===== src/hdl/vrd_pkg.sv =====
package vrd_pkg;

    // Widths of the internal counters.
    localparam int TOTAL_W = 27;
    localparam int LEN_W   = 14;

    // Field sizes of the message layout, in octets.
    localparam int HEADER_DIGITS  = 8;
    localparam int NAMELEN_DIGITS = 2;
    localparam int VALLEN_DIGITS  = 4;

    // Octets that may open a variable name.
    localparam logic [7:0] NAME_MARK_DOLLAR = 8'h24;
    localparam logic [7:0] NAME_MARK_HASH   = 8'h23;

    // Result kinds.
    localparam logic [2:0] KIND_NAME        = 3'd0;
    localparam logic [2:0] KIND_VALUE       = 3'd1;
    localparam logic [2:0] KIND_EMPTY_VALUE = 3'd2;
    localparam logic [2:0] KIND_BAD_NAME    = 3'd3;
    localparam logic [2:0] KIND_EMPTY_MSG   = 3'd4;

    typedef enum logic [2:0] {
        PH_HEADER  = 3'd0,
        PH_MARKER  = 3'd1,
        PH_NAMELEN = 3'd2,
        PH_NAME    = 3'd3,
        PH_TYPE    = 3'd4,
        PH_VALLEN  = 3'd5,
        PH_VALUE   = 3'd6,
        PH_IDLE    = 3'd7
    } phase_t;

    typedef struct packed {
        logic [7:0] stream_octet;
        logic       message_start;
    } in_word_t;

    typedef struct packed {
        logic [7:0] octet_out;
        logic [2:0] item_kind;
        logic       end_of_name;
        logic       end_of_record;
        logic       end_of_message;
    } out_word_t;

    // True for an ASCII decimal digit.
    function automatic logic is_digit(input logic [7:0] c);
        return (c >= 8'h30) && (c <= 8'h39);
    endfunction

endpackage


===== src/hdl/vrd_stream_if.sv =====
interface vrd_stream_if #(
    parameter type payload_t = logic [7:0]
);
    logic     valid;
    logic     ready;
    payload_t data;

    modport source (output valid, output data, input ready);
    modport sink (input valid, input data, output ready);
endinterface


===== src/hdl/variable_record_deframer_core.sv =====
// Deframer for serialized variable messages. One input word carries one message octet
// and a start flag; the core accepts one word per clock and returns at most one result
// word per input word through a two-entry output buffer, so a stalled consumer halts
// the input only once both entries hold results. Each result is a name octet, a value
// octet, an empty-value mark, a bad-name error or an empty-message mark, with flags
// for the end of a name, a record and the message. The rate of one word per cycle,
// while the buffer has room, rests on the combinational phase and counter update,
// whose longest path is the times-ten accumulate of the 27-bit header total. After a
// bad name or a message end, octets are dropped until a word with the start flag set.
module variable_record_deframer_core (
    input  logic         clk,
    input  logic         rst_n,
    vrd_stream_if.sink   in_words,
    vrd_stream_if.source out_words
);
    import vrd_pkg::*;

    // Parser state.
    phase_t             phase_reg, phase_next;
    logic [TOTAL_W-1:0] total_reg, total_next;
    logic [TOTAL_W-1:0] offset_reg, offset_next;
    logic [LEN_W-1:0]   remain_reg, remain_next;
    logic [LEN_W-1:0]   accum_reg, accum_next;
    logic               stopped_reg, stopped_next;

    // Output buffer: main entry drives the port, skid entry catches one more result.
    logic      main_valid_reg, main_valid_next;
    out_word_t main_data_reg, main_data_next;
    logic      skid_valid_reg, skid_valid_next;
    out_word_t skid_data_reg, skid_data_next;

    // State seen by this word, after a message start has been applied.
    phase_t             phase_cur;
    logic [TOTAL_W-1:0] total_cur;
    logic [TOTAL_W-1:0] offset_cur;
    logic [LEN_W-1:0]   remain_cur;
    logic [LEN_W-1:0]   accum_cur;
    logic               stopped_cur;

    logic [7:0] octet;
    logic       digit_ok;
    logic [3:0] digit_val;
    logic       res_valid;
    out_word_t  res;
    logic       in_accept;
    logic       out_pop;
    logic       push;

    assign octet     = in_words.data.stream_octet;
    assign digit_val = octet[3:0];
    assign in_words.ready = ~skid_valid_reg;
    assign in_accept = in_words.valid & in_words.ready;
    assign out_pop   = main_valid_reg & out_words.ready;
    assign push      = in_accept & res_valid;

    assign out_words.valid = main_valid_reg;
    assign out_words.data  = main_data_reg;

    // Message start restarts the parser before the octet is parsed.
    always_comb
    begin
        if (in_words.data.message_start)
        begin
            phase_cur   = PH_HEADER;
            total_cur   = '0;
            offset_cur  = '0;
            remain_cur  = '0;
            accum_cur   = '0;
            stopped_cur = 1'b0;
        end
        else
        begin
            phase_cur   = phase_reg;
            total_cur   = total_reg;
            offset_cur  = offset_reg;
            remain_cur  = remain_reg;
            accum_cur   = accum_reg;
            stopped_cur = stopped_reg;
        end
    end

    // Phase step for one octet.
    always_comb
    begin
        phase_next   = phase_cur;
        total_next   = total_cur;
        offset_next  = offset_cur;
        remain_next  = remain_cur;
        accum_next   = accum_cur;
        stopped_next = stopped_cur;
        res_valid    = 1'b0;
        res          = '0;
        digit_ok     = ~stopped_cur & is_digit(octet);

        if (phase_cur != PH_IDLE)
        begin
            offset_next = offset_cur + TOTAL_W'(1);
            if (remain_cur != '0)
            begin
                remain_next = remain_cur - LEN_W'(1);
            end

            unique case (phase_cur)
                PH_HEADER:
                begin
                    if (digit_ok)
                    begin
                        total_next = (total_cur << 3) + (total_cur << 1)
                                   + TOTAL_W'(digit_val);
                    end
                    else
                    begin
                        stopped_next = 1'b1;
                    end
                    if (offset_next >= TOTAL_W'(HEADER_DIGITS))
                    begin
                        if (offset_next < total_next)
                        begin
                            phase_next = PH_MARKER;
                        end
                        else
                        begin
                            res_valid          = 1'b1;
                            res.item_kind      = KIND_EMPTY_MSG;
                            res.end_of_message = 1'b1;
                            phase_next         = PH_IDLE;
                        end
                    end
                end
                PH_MARKER:
                begin
                    phase_next   = PH_NAMELEN;
                    remain_next  = LEN_W'(NAMELEN_DIGITS);
                    accum_next   = '0;
                    stopped_next = 1'b0;
                end
                PH_NAMELEN:
                begin
                    if (digit_ok)
                    begin
                        accum_next = (accum_cur << 3) + (accum_cur << 1)
                                   + LEN_W'(digit_val);
                    end
                    else
                    begin
                        stopped_next = 1'b1;
                    end
                    if (remain_next == '0)
                    begin
                        if (accum_next == '0)
                        begin
                            res_valid     = 1'b1;
                            res.item_kind = KIND_BAD_NAME;
                            phase_next    = PH_IDLE;
                        end
                        else
                        begin
                            phase_next  = PH_NAME;
                            remain_next = accum_next;
                        end
                    end
                end
                PH_NAME:
                begin
                    // The first name octet must be one of the two name marks.
                    if (({1'b0, remain_next} + (LEN_W+1)'(1)) == {1'b0, accum_cur}
                        && octet != NAME_MARK_DOLLAR && octet != NAME_MARK_HASH)
                    begin
                        res_valid     = 1'b1;
                        res.item_kind = KIND_BAD_NAME;
                        phase_next    = PH_IDLE;
                    end
                    else
                    begin
                        res_valid     = 1'b1;
                        res.octet_out = octet;
                        res.item_kind = KIND_NAME;
                        if (remain_next == '0)
                        begin
                            res.end_of_name = 1'b1;
                            phase_next      = PH_TYPE;
                        end
                    end
                end
                PH_TYPE:
                begin
                    phase_next   = PH_VALLEN;
                    remain_next  = LEN_W'(VALLEN_DIGITS);
                    accum_next   = '0;
                    stopped_next = 1'b0;
                end
                PH_VALLEN:
                begin
                    if (digit_ok)
                    begin
                        accum_next = (accum_cur << 3) + (accum_cur << 1)
                                   + LEN_W'(digit_val);
                    end
                    else
                    begin
                        stopped_next = 1'b1;
                    end
                    if (remain_next == '0)
                    begin
                        if (accum_next == '0)
                        begin
                            res_valid         = 1'b1;
                            res.item_kind     = KIND_EMPTY_VALUE;
                            res.end_of_record = 1'b1;
                            if (offset_next >= total_cur)
                            begin
                                res.end_of_message = 1'b1;
                                phase_next         = PH_IDLE;
                            end
                            else
                            begin
                                phase_next = PH_MARKER;
                            end
                        end
                        else
                        begin
                            phase_next  = PH_VALUE;
                            remain_next = accum_next;
                        end
                    end
                end
                PH_VALUE:
                begin
                    res_valid     = 1'b1;
                    res.octet_out = octet;
                    res.item_kind = KIND_VALUE;
                    if (remain_next == '0)
                    begin
                        res.end_of_record = 1'b1;
                        if (offset_next >= total_cur)
                        begin
                            res.end_of_message = 1'b1;
                            phase_next         = PH_IDLE;
                        end
                        else
                        begin
                            phase_next = PH_MARKER;
                        end
                    end
                end
                PH_IDLE:
                begin
                    phase_next = PH_IDLE;
                end
            endcase
        end
    end

    // Output buffer update.
    always_comb
    begin
        main_valid_next = main_valid_reg;
        main_data_next  = main_data_reg;
        skid_valid_next = skid_valid_reg;
        skid_data_next  = skid_data_reg;

        if (skid_valid_reg)
        begin
            // Input is held off; the skid entry moves up when the main one drains.
            if (out_pop)
            begin
                main_data_next  = skid_data_reg;
                skid_valid_next = 1'b0;
            end
        end
        else if (push)
        begin
            if (main_valid_reg && !out_pop)
            begin
                skid_valid_next = 1'b1;
                skid_data_next  = res;
            end
            else
            begin
                main_valid_next = 1'b1;
                main_data_next  = res;
            end
        end
        else if (out_pop)
        begin
            main_valid_next = 1'b0;
        end
    end

    // Control and parser registers.
    always_ff @(posedge clk or negedge rst_n)
    begin
        if (!rst_n)
        begin
            phase_reg      <= PH_HEADER;
            total_reg      <= '0;
            offset_reg     <= '0;
            remain_reg     <= '0;
            accum_reg      <= '0;
            stopped_reg    <= 1'b0;
            main_valid_reg <= 1'b0;
            skid_valid_reg <= 1'b0;
        end
        else
        begin
            if (in_accept)
            begin
                phase_reg   <= phase_next;
                total_reg   <= total_next;
                offset_reg  <= offset_next;
                remain_reg  <= remain_next;
                accum_reg   <= accum_next;
                stopped_reg <= stopped_next;
            end
            main_valid_reg <= main_valid_next;
            skid_valid_reg <= skid_valid_next;
        end
    end

    // Result payload registers.
    always_ff @(posedge clk)
    begin
        main_data_reg <= main_data_next;
        skid_data_reg <= skid_data_next;
    end

endmodule


===== src/flat_wrapper.sv =====
// flat-port wrapper written by rule: the top's interface ports become plain ports
module variable_record_deframer_core_flat import vrd_pkg::*;
  (clk, rst_n, in_words_valid, in_words_data, in_words_ready, out_words_valid, out_words_data, out_words_ready);
  vrd_stream_if #(.payload_t(in_word_t)) in_words_i ();
  vrd_stream_if #(.payload_t(out_word_t)) out_words_i ();
  input  logic clk;
  input  logic rst_n;
  input wire logic [$bits(in_words_i.valid)-1:0] in_words_valid;
  input wire logic [$bits(in_words_i.data)-1:0] in_words_data;
  output wire logic [$bits(in_words_i.ready)-1:0] in_words_ready;
  output wire logic [$bits(out_words_i.valid)-1:0] out_words_valid;
  output wire logic [$bits(out_words_i.data)-1:0] out_words_data;
  input wire logic [$bits(out_words_i.ready)-1:0] out_words_ready;
  assign in_words_i.valid = in_words_valid;
  assign in_words_i.data = in_words_data;
  assign in_words_ready = in_words_i.ready;
  assign out_words_valid = out_words_i.valid;
  assign out_words_data = out_words_i.data;
  assign out_words_i.ready = out_words_ready;
  variable_record_deframer_core u_core (.clk(clk), .rst_n(rst_n), .in_words(in_words_i), .out_words(out_words_i));
endmodule

===== config.mk =====
export PLATFORM = sky130hd
export DESIGN_NAME = variable_record_deframer_core_flat
export DESIGN_NICKNAME = d
export VERILOG_FILES = /design/src/hdl/vrd_pkg.sv /design/src/hdl/vrd_stream_if.sv /design/src/hdl/variable_record_deframer_core.sv /design/src/flat_wrapper.sv
export SDC_FILE = /design/constraint.sdc
export NUM_CORES = 1
export LEC_CHECK = 0
export BUFFER_PORTS_ARGS = -buffer_cell sky130_fd_sc_hd__buf_2
export CAP_MARGIN = 40
export CELL_PAD_IN_SITES_DETAIL_PLACEMENT = 0
export CELL_PAD_IN_SITES_GLOBAL_PLACEMENT = 1
export CORE_ASPECT_RATIO = 1.75
export CORE_MARGIN = 4
export CORE_UTILIZATION = 53
export DETAILED_ROUTE_END_ITERATION = 7
export MAX_ROUTING_LAYER = met4
export PLACE_DENSITY_LB_ADDON = 0.1
export SYNTH_ARGS = -nofsm -noshare
export SYNTH_HDL_FRONTEND = slang
export SYNTH_SLANG_ARGS = --single-unit

===== constraint.sdc =====
create_clock -name clk -period 12.2 [get_ports clk]
set_clock_uncertainty 0.15 [all_clocks]
set_input_delay 1.83 -clock clk [delete_from_list [all_inputs] [get_ports clk]]
set_output_delay 1.83 -clock clk [all_outputs]
set_load 0.05 [all_outputs]

### Yosys cells after proc, flatten, opt, wreduce, memory -nomap -nowiden

Index checks and enable logic that the tools add are counted.

| word-level totals | value |
|---|---|
| memories kept | 0 |
| logic and storage cells | 149 |
| bits in registers | 116 |
| RAM bits | 0 |
| output and inout bits | 16 |
| latch bits | 0 |
| memory bits (read-only) | 0 |
| input bits | 13 |

| operators by class | value |
|---|---|
| $lt $le $gt $ge | 5 |
| $add $sub $neg | 7 |
| bitwise operators | 6 |
| div/mod/pow operators | 0 |
| reduce and logical (&&, ||, !) cells | 18 |
| multiplexer cells | 81 |
| shifts and indexed selects | 0 |
| multiply operators | 0 |
| eq/ne operators | 14 |

Operator list:

| cell | count |
|---|---|
| $mux W14 | 20 |
| $mux W27 | 8 |
| $pmux W14 S4 | 1 |
| $mux W3 | 16 |
| $logic_not A14 Y1 | 3 |
| $pmux W14 S3 | 1 |
| $add A27 B1 Y27 const B | 1 |
| $add A27 B27 Y27 | 1 |
| $add A27 B4 Y27 | 1 |
| $ge A27 B27 Y1 | 1 |
| $ge A27 B4 Y1 const B | 1 |
| $lt A27 B27 Y1 | 1 |
| $pmux W3 S8 | 1 |
| $mux W1 | 21 |
| $ne A8 B6 Y1 const B | 2 |
| $pmux W8 S2 | 1 |
| $add A14 B1 Y15 const B | 1 |
| $eq A15 B14 Y1 | 1 |
| $pmux W3 S5 | 1 |
| $add A14 B14 Y14 | 1 |
| $add A14 B4 Y14 | 1 |
| $reduce_bool A14 Y1 | 1 |
| $sub A14 B1 Y14 const B | 1 |
| $eq A3 B3 Y1 const B | 4 |
| 21 further kinds | 40 |

### Depth between registers and ports, before layout

Gate-level depths: netlist of run 1.

| logic depth | value |
|---|---|
| depth after elaboration | 14 |
| depth in mapped cells | 31 |
| depth with buffers taken out | 27 |

### Least setup slack after synthesis of run 1

Ideal clock, no wire load.

| timing | value |
|---|---|
| kind | input port to flip-flop |
| from | input in_words_data[0] |
| to | register u_core.skid_data_reg[0] (netlist bit) (enable) |
| stages on the path | 27 |
| arrival | 8.403 ns |
| path slack | 3.220 ns |
| buffers on the path | 4 |
| path through | clkinv_1 > clkbuf_1 > buf_1 > clkbuf_1 > buf_1 > nand2_1 > inv_1 > ha_1 > ha_1 > a21o_1 > a21oi_1 > o21bai_1 > a21boi_0 > o21ai_0 > a41o_1 > a211o_1 > a21oi_1 > xnor2_1 > a21oi_1 > ha_1 > nand4_1 > nor2_1 > o311ai_0 > a31oi_1 > o31a_1 > o31ai_2 > nor4b_1 |

| on the way | value |
|---|---|
| longest elaborated chain between the ends | 13 |
| elaborated cells between the ends (all ways) | 47 |
| classes of those cells | add/sub: 6; order compare: 2; eq/ne: 5; mux: 24; bitwise: 3; reduce/logical: 7 |

Ends and longest elaborated chain:

| item | RTL line | text |
|---|---|---|
| from (decl) | flat_wrapper.sv:9 | `input wire logic [$bits(in_words_i.data)-1:0] in_words_data;` |
| $mux W27 (tied with other cells) | variable_record_deframer_core.sv:62 | `if (in_words.data.message_start)` |
| $add A27 B27 Y27 (tied with other cells) | variable_record_deframer_core.sv:108 | `total_next = (total_cur << 3) + (total_cur << 1)` |
| $add A27 B4 Y27 (tied with other cells) | variable_record_deframer_core.sv:109 | `+ TOTAL_W'(digit_val);` |
| $mux W27 or $mux W14 (tied branches) | variable_record_deframer_core.sv:106, variable_record_deframer_core.sv:139, variable_record_deframer_core.sv:194 |  |
| $mux W27 or $mux W14 (tied branches) | variable_record_deframer_core.sv:103 | `unique case (phase_cur)` |
| $mux W27 or $mux W14 (tied branches) | variable_record_deframer_core.sv:95 | `if (phase_cur != PH_IDLE)` |
| $lt A27 B27 Y1 (tied with other cells) | variable_record_deframer_core.sv:117 | `if (offset_next < total_next)` |
| $mux W1, on equally long branches | variable_record_deframer_core.sv:117, variable_record_deframer_core.sv:150, variable_record_deframer_core.sv:205 |  |
| $mux W1, on equally long branches | variable_record_deframer_core.sv:115, variable_record_deframer_core.sv:148, variable_record_deframer_core.sv:203 |  |
| $pmux W1 S4 | variable_record_deframer_core.sv:103 |  |
| $mux W1 * | variable_record_deframer_core.sv:95 |  |
| $and A1 B1 Y1 * | variable_record_deframer_core.sv:54 | `assign push = in_accept & res_valid;` |
| $reduce_and A3 Y1 (no line) * | n/a |  |
| to (signal assigned) | variable_record_deframer_core.sv:324 | `skid_data_reg <= skid_data_next;` |
| to (decl) | variable_record_deframer_core.sv:30 | `out_word_t skid_data_reg, skid_data_next;` |

Mark *: on every way between the ends. The rest lies on a longest branch, timed or not. The select of a mux whose other input is x is not followed.
A chain may end at the register's enable or synchronous reset.

### Final worst setup path of run 1

| timing | value |
|---|---|
| from | input in_words_data[0] |
| to | register u_core.skid_data_reg[12] (netlist bit) (enable) |

The elaborated chain is that of the path after synthesis.

==> results.json, run 1 <==
{
  "place_congestion": 0.988,
  "yosysWarnings": 0,
  "htreeDepth": 4,
  "arrival_ps": 8590,
  "cts_sinks": 116,
  "grt_usage_pct": 30.3,
  "period_minus_slack_ps": 8610,
  "layout-drive-gt1-share_pct": 9.33,
  "min_path_type": "flop to flop",
  "io_buffers": 28,
  "overflow": 0,
  "dpl-instance-area_um2": 11900,
  "wl_um": 35000,
  "synth_seq_area_share_pct": 26.6,
  "stdcell_area_um2": 12400,
  "worst_pin_slew_ps": 969,
  "max_cap_violations": 0,
  "wl_per_cell_um": 20.4,
  "r2r_start": "u_core.total_reg[0]",
  "grt_pass1_wl_um": 57000,
  "dieWidth_um": 119,
  "rr_worst_depth": 23,
  "power-per-cell-area_nw_per_um2": 142,
  "synth_edf_count": 28,
  "synth_nets": 1552,
  "layout_commonest_cell": "nand2_1",
  "grt_use_met3_pct": 2.80,
  "postCtsSetupRepairBufs": 0,
  "status": "complete, no violations",
  "route.detailed.drc": 0,
  "grt_pass1_vias": 10794,
  "cts_hold_buf": 0,
  "antenna-diode-count": 0,
  "cp-end-kind": "flop",
  "r2r_setup_slack_ps": 5150,
  "slew_headroom_pct": 34.9,
  "cp.required_ps": 12180,
  "fp.dieH_um": 202,
  "start_util_pct": 54.2,
  "path_class": "input port to flop",
  "cts_buffers": 17,
  "crit_start": "in_words_data[0]",
  "grt_max_degree": 51,
  "via_count": 10766,
  "crit_path_max_incr_delay_ps": 730,
  "cp_slowest_cell": "nor4b_2",
  "synth_async_sr_flop_share_pct": 75.9,
  "grtUsageMet2_pct": 55.3,
  "dr.first_iter.drc_count": 796,
  "synth-main-ff-cell": "dfrtp_1",
  "area_delta_synth_final_pct": 8.70,
  "timing.final.crit_share_pct": 70.6,
  "vias_per_cell": 6.28,
  "crit_fanout": 37,
  "busiest_layer": "met2",
  "ys_ff_latch": 116,
  "setup_viol_count_final": 0,
  "antenna_found_initial": 0,
  "postRouteAntennaNets": 0,
  "cts.path.max_buffers": 2,
  "clk_latency_ps": 430,
  "rsz0062_at_grt": "no",
  "layout_common_cells": "nand2_1, ha_1, nor2_1",
  "synth.cell_area_um2": 11400,
  "cts.clk_slew.worst_paths_ps": 50,
  "leakage_uw": 0.00581,
  "die_area_um2": 24100,
  "core_um2": 21100,
  "dp_hpwl_um": 27100,
  "endpoint": "u_core.skid_data_reg[12]",
  "fin_tns_setup_ps": 0,
  "r2r_end": "u_core.skid_data_reg[12]",
  "hold_viol": 0,
  "cp-start-kind": "input port",
  "rows": 70,
  "clock.fmax_mhz": 116,
  "syn-instance-count": 1408,
  "nets": 1556,
  "cts_tree": "built",
  "cts_resized": 0,
  "slew_violations": 0,
  "ir_drop_uv": 105,
  "met1_usage_pct": 31.6,
  "cts-root-buf": "clkbuf_16",
  "first_pass_iters": 7,
  "avgSynthCellArea_um2": 8.12,
  "synth_cell_type_count": 90,
  "pin_count": 29
}
==> through the flow <==
| step | std cells | power [uW] | utilization, % | setup WS [ps] | hold slack [ps] |
|---|---|---|---|---|---|
| after CTS | 1713 | 1750 | 58.9 | 3610 | 325 |
| after global routing | 1713 | 1850 | 58.9 | 2880 | 357 |
| after global placement | 1679 | 1280 | 56.1 | 3280 | 304 |
| after detailed placement | 1681 | 1290 | 56.3 | 3220 | 313 |
| after floorplan | 1408 | 1080 | - | 3220 | 292 |
| final | 1713 | 1760 | 58.9 | 3590 | 321 |
==> power breakdown <==
| group | total, uW | switching (uW) | internal, uW |
|---|---|---|---|
| Combinational | 736 | 483 | 254 |
| Clock | 469 | 192 | 277 |
| Sequential | 559 | 103 | 456 |
| Total | 1760 | 778 | 986 |
==> worst min path at each step <==
stage	startpoint	endpoint	slack, ps	cells after the start
after floorplan	u_core.accum_reg[5]	u_core.accum_reg[5]	290	2
after global placement	u_core.total_reg[4]	u_core.total_reg[4]	300	2
after detailed placement	u_core.accum_reg[5]	u_core.accum_reg[5]	310	2
after CTS	u_core.accum_reg[5]	u_core.accum_reg[5]	320	2
after global routing	u_core.total_reg[15]	u_core.total_reg[15]	360	2
final	u_core.accum_reg[5]	u_core.accum_reg[5]	320	2
==> kinds of logic (layout without fill, tap and decap cells) <==
kind of cell	Yosys count	count (layout)	synth area share, %
simple gates	556	556	24.9
compound gates	390	390	22.7
buf+inv	133	150	4.72
fa+ha+maj	131	131	14.5
flops	116	116	26.6
xor+xnor	64	64	4.90
mux	18	18	1.69
==> synthesized netlist by cell type, drive strengths merged, types with 7 or more instances <==
cell / instances / area share (%)
nand2b: 7 / 0.38
nor4: 18 / 1.7
buf: 27 / 1.2
nor3b: 8 / 0.53
or4: 8 / 0.53
nor4b: 8 / 0.78
o22ai: 9 / 0.55
and3: 19 / 1.0
clkbuf: 40 / 1.3
inv: 64 / 2.1
a31oi: 20 / 1.1
o21ai: 104 / 4.6
and2: 17 / 0.93
nor2: 117 / 3.8
edfxtp: 28 / 7.4
ha: 128 / 14
xnor2: 48 / 3.7
nor2b: 31 / 1.7
or3: 13 / 0.76
nand2: 195 / 6.4
o31ai: 15 / 1.1
o211ai: 8 / 0.53
nand3: 30 / 1.4
mux2: 7 / 0.72
a41o: 11 / 0.96
nor3: 30 / 1.4
a21oi: 89 / 4.0
xor2: 16 / 1.2
or2: 13 / 0.71
dfrtp: 88 / 19
a22oi: 8 / 0.53
a211oi: 16 / 1.1
a22o: 13 / 1.0
o21a: 14 / 0.92
mux2i: 11 / 0.96
a21o: 19 / 1.2
nand4: 27 / 1.7
==> metal layers <==
layer / wire (um) / share of wire [%]
met5: 0 / 0
met4: 2010 / 5.7
met3: 1140 / 3.3
met2: 19000 / 54
met1: 12900 / 37
==> layout make-up <==
class                      instances  area, um^2
clock buffer                      18         429
clock inverter                    14         115
fill                            1952        8680
inverter                          66         248
multi-input combinational       1159        7890
sequential                       116        3040
tap                              288         360
timing repair buffer              52         340
==> critical path: cells and delay by family <==
family,cells,cell delay [ps]
compound gates,11,2980
fa+ha+maj,3,810
buf+inv,6,1680
simple gates,5,1240
No activity file was read; power rests on OpenSTA's default activity.
==> inputs of run 2 (changes only) <==
CORE_UTILIZATION = 44   (was 53)
clock period = 7.1 ns   (was 12.2 ns; I/O delays follow)
==> run 2 against run 1 <==
Net effect:
- sequential share of layout area is 0.50 points lower
- routed wire length increased by 9.5%
- power is 78% higher
- final cell count is 2.8% higher
- global-route usage down 2.8 points
- die area is 19% higher
- non-clock buffer count increased by 20
- clock power is 83% higher
- critical endpoint is now u_core.skid_data_reg[3]
- largest power group unchanged
==> results.json, run 2 (synthesized netlist as in run 1, its figures left out) <==
{
  "status": "complete, no violations",
  "stdcell_area_um2": 12700,
  "cts_sinks": 116,
  "hold_path_end": "u_core.accum_reg[8]",
  "crit_path_max_incr_delay_ps": 460,
  "cp.required_ps": 7110,
  "pin_count": 29,
  "overflow": 0,
  "antenna_found_initial": 0,
  "cp-start-kind": "input port",
  "wl_um": 38400,
  "layout_commonest_cell": "nand2_1",
  "wl_per_cell_um": 21.8,
  "fp.dieH_um": 221,
  "layout-drive-gt1-share_pct": 11.0,
  "start_util_pct": 45.0,
  "setup_slack_ps": 373,
  "first_pass_iters": 6,
  "hp-start": "u_core.accum_reg[8]",
  "cts_buffers": 17,
  "grt_max_degree": 81,
  "timing.final.crit_share_pct": 94.8,
  "cp_common_cell": "buf_4",
  "route.detailed.drc": 0,
  "max_cap_violations": 0,
  "clock.fmax_mhz": 149,
  "crit_fanout": 8,
  "period_minus_slack_ps": 6730,
  "hold_viol": 0,
  "rsz0062_at_grt": "no",
  "dp_slack_ps": -263,
  "slew_headroom_pct": 42.2,
  "r2r_setup_slack_ps": 830,
  "layout_common_cells": "nand2_1, ha_1, nor2_1",
  "cts.clk_slew.worst_paths_ps": 60,
  "rr_worst_depth": 24,
  "dieWidth_um": 130,
  "ir_drop_uv": 165,
  "cts_tree": "built",
  "die_area_um2": 28700,
  "nets": 1576,
  "clk_latency_ps": 440,
  "dpl-instance-area_um2": 12100,
  "htreeDepth": 4,
  "grt_pass1_vias": 10831,
  "cp-end-kind": "flop",
  "vias_per_cell": 6.17,
  "cp_slowest_cell": "o41ai_2",
  "core_um2": 25400,
  "min_path_type": "flop to flop",
  "r2r_start": "u_core.total_reg[0]",
  "path_class": "input port to flop",
  "grt_usage_pct": 27.6,
  "dr.first_iter.drc_count": 753,
  "leakage_uw": 0.00595,
  "arrival_ps": 6740,
  "grt_pass1_wl_um": 59900,
  "worst_pin_slew_ps": 862,
  "whs_ps": 322,
  "area_delta_synth_final_pct": 10.9,
  "dp_hpwl_um": 29700,
  "postRouteAntennaNets": 0,
  "setup_viol_count_final": 0,
  "power-per-cell-area_nw_per_um2": 247,
  "slew_violations": 0,
  "fillers": 2568,
  "r2r_end": "u_core.skid_data_reg[3]",
  "cts.path.max_buffers": 2,
  "antenna-diode-count": 0,
  "place_congestion": 0.989,
  "cts-root-buf": "clkbuf_16",
  "io_buffers": 28,
  "hold-path-cell-count": 2,
  "via_count": 10870,
  "rows": 77
}
## run 2: how the worst max path moves through the flow
stage	start	end	slack, ps	cells past startpoint
final	in_words_data[0]	u_core.skid_data_reg[3]	370	27
after global routing	in_words_data[0]	u_core.skid_data_reg[3]	30	26
after CTS	in_words_data[0]	u_core.skid_data_reg[3]	160	25
after detailed placement	in_words_data[0]	u_core.skid_data_reg[2]	-260	25
after global placement	in_words_data[0]	u_core.skid_data_reg[6]	-70	25
after floorplan	in_words_data[0]	u_core.skid_data_reg[0]	20	27
## run 2: worst max-delay path, delay by kind of cell
family	cells	cell delay, ps
compound gates	11	2930
buf+inv	7	1000
simple gates	6	900
fa+ha+maj	3	850
## run 2: layout make-up
type	instances	area [um^2]	area share, %
Clock buffer	17	425	3.35
Timing Repair Buffer	72	495	3.91
Clock inverter	15	149	1.17
Tap cell	316	395	3.12
Multi-Input combinational cell	1159	7930	62.5
Inverter	66	248	1.95
Sequential cell	116	3040	24.0
## run 2: metrics by stage
| stage | util, % | TNS [ps] | total power [uW] | std cells |
|---|---|---|---|---|
| floorplan | - | 0 | 1850 | 1408 |
| global placement | 47.5 | -930 | 2260 | 1727 |
| detailed placement | 47.6 | -6120 | 2270 | 1729 |
| CTS | 49.8 | 0 | 3140 | 1761 |
| global route | 49.9 | 0 | 3290 | 1761 |
| finish | 49.9 | 0 | 3140 | 1761 |
## run 2: repair_timing
| item | in CTS | in global routing |
|---|---|---|
| gates resized for setup | 0 | 2 |
| setup endpoints to repair | 0 | 28 |
| hold buffers | 0 | 0 |
| hold endpoints to repair | 0 | 0 |
| buffers inserted | 0 | 0 |
## run 2: where the power goes
group	switching [uW]	internal [uW]	total (uW)
Clock	369	490	859
Combinational	857	454	1310
Sequential	183	783	966
Total	1410	1730	3140
## run 2: routing by layer
layer  GRT usage, %  share of wire [%]  up-vias
li1               -                  -     5219
met1           26.9                 36     5296
met2           51.7                 57      246
met3           3.31                2.2      109
met4           14.2                5.4        0
met5              -                  0        -
==> inputs of run 3 (changes only) <==
PLACE_DENSITY_LB_ADDON = 0.12   (was 0.1)
==> run 3 against run 2 <==
Net effect:
- global-route usage fell by 0.23 points
- sequential power barely moved
- utilization shrank 0.23 points
- count of clock-buffer cells in the layout unchanged
- routed wire length fell by 1.5%
- final cell count down 0.23%
- power fell by 1.2%
- combinational power about the same
- worst setup slack better by 86 ps
==> results.json, run 3 (synthesized netlist as in run 1, its figures left out) <==
{
  "cts-root-buf": "clkbuf_16",
  "start_util_pct": 45.0,
  "wl_per_cell_um": 21.5,
  "io_buffers": 28,
  "grt_max_degree": 84,
  "fin_tns_setup_ps": 0,
  "via_count": 10736,
  "antenna-diode-count": 0,
  "crit_path_max_incr_delay_ps": 700,
  "place_congestion": 0.957,
  "path_class": "input port to flop",
  "grt_usage_pct": 27.4,
  "timing.final.crit_share_pct": 93.5,
  "fp.dieH_um": 221,
  "p_switching_uw": 1410,
  "grt_pass1_wl_um": 59600,
  "power_frac_comb_pct": 42.1,
  "setup_slack_ps": 459,
  "clkPwrFrac_pct": 26.7,
  "dp_slack_ps": 57.1,
  "power-per-cell-area_nw_per_um2": 245,
  "cp_slowest_cell": "o41ai_1",
  "dp_hpwl_um": 29300,
  "core_um2": 25400,
  "max_cap_violations": 0,
  "dieWidth_um": 130,
  "wl_um": 37800,
  "layout_commonest_cell": "nand2_1",
  "cts_tree": "built",
  "layout_common_cells": "nand2_1, ha_1, nor2_1",
  "cp-start-kind": "input port",
  "antenna_found_initial": 0,
  "ir_drop_uv": 174,
  "crit_fanout": 11,
  "layout-drive-gt1-share_pct": 10.6,
  "grt_pass1_vias": 10903,
  "swShare_pct": 45.5,
  "cts.clk_slew.worst_paths_ps": 60,
  "dpl-instance-area_um2": 12100,
  "leakage_uw": 0.00591,
  "first_pass_iters": 5,
  "worst_pin_slew_ps": 902,
  "route.detailed.drc": 0,
  "arrival_ps": 6650,
  "period_minus_slack_ps": 6640,
  "whs_ps": 321,
  "nets": 1572,
  "cp.required_ps": 7110,
  "cp_common_cell": "ha_1",
  "pin_count": 29,
  "cts_hold_buf": 0,
  "power.internal_uw": 1690,
  "setup_viol_count_final": 0,
  "cp-end-kind": "flop",
  "cts.path.max_buffers": 2,
  "postLayoutCoreUtil_pct": 49.6,
  "min_path_type": "flop to flop",
  "slew_headroom_pct": 39.4,
  "die_area_um2": 28700,
  "cts_sinks": 116,
  "cts_buffers": 17,
  "rsz0062_at_grt": "no",
  "seq_power_share_pct": 31.2,
  "clk_latency_ps": 450,
  "slew_violations": 0,
  "htreeDepth": 4,
  "overflow": 0,
  "stdcell_area_um2": 12600,
  "status": "complete, no violations",
  "critical-path-top-delay-family": "compound AO/OA/AOI/OAI gates",
  "path_buf_inv": 4,
  "rows": 77,
  "area_delta_synth_final_pct": 10.4,
  "dr.first_iter.drc_count": 737,
  "postCtsSetupRepairBufs": 0,
  "clock.fmax_mhz": 151,
  "vias_per_cell": 6.11,
  "hold_viol": 0,
  "postRouteAntennaNets": 0,
  "cts_resized": 0
}
run 3: final timing paths:
check | start | end | slack (ps) | cells past startpoint
setup reg to reg | u_core.total_reg[0] | u_core.skid_data_reg[6] | 840 | 23
hold / removal | u_core.accum_reg[8] | u_core.accum_reg[8] | 320 | 2
setup / recovery | in_words_data[0] | u_core.skid_data_reg[6] | 460 | 25
max in group asynchronous | rst_n | u_core.out_words.valid | 5160 | 2
hold reg to reg | u_core.accum_reg[8] | u_core.accum_reg[8] | 320 | 2
min in group asynchronous | rst_n | u_core.offset_reg[23] | 450 | 1
run 3: per-stage QoR:
stage / std cells / power, uW
after floorplan: 1408 / 1850
after global placement: 1724 / 2260
after detailed placement: 1725 / 2270
after CTS: 1757 / 3100
after global routing: 1757 / 3250
final: 1757 / 3100
run 3: power by group through the flow:
stage | Clock, uW | Sequential [uW] | Combinational, uW
4_1_cts | 840 | 960 | 1300
5_1_grt | 865 | 981 | 1410
2_1_floorplan | 0 | 917 | 934
3_3_place_gp | 0 | 972 | 1280
3_5_place_dp | 0 | 972 | 1290
6_report | 827 | 967 | 1300
run 3: worst register-to-register path: cells and delay by family (launching register included):
kind	cells	cell delay [ps]
xor+xnor	1	110
compound gates	12	3310
buf+inv	1	180
fa+ha+maj	3	740
simple gates	6	1080
flops	1	400
run 3: final cells by class:
class / instances / area (um^2)
timing repair buffer: 68 / 480
clock inverter: 15 / 123
sequential: 116 / 3040
inverter: 66 / 248
tap: 316 / 395
clock buffer: 17 / 425
multi-input combinational: 1159 / 7910
fill: 2564 / 12800
run 3: per-layer routing:
metal	track usage [%]	share of wire (%)	vias to the layer above
met3	2.56	1.9	102
met2	50.9	56	205
li1	-	-	5240
met1	26.8	36	5189
met4	15.7	6.1	0
met5	-	0	-
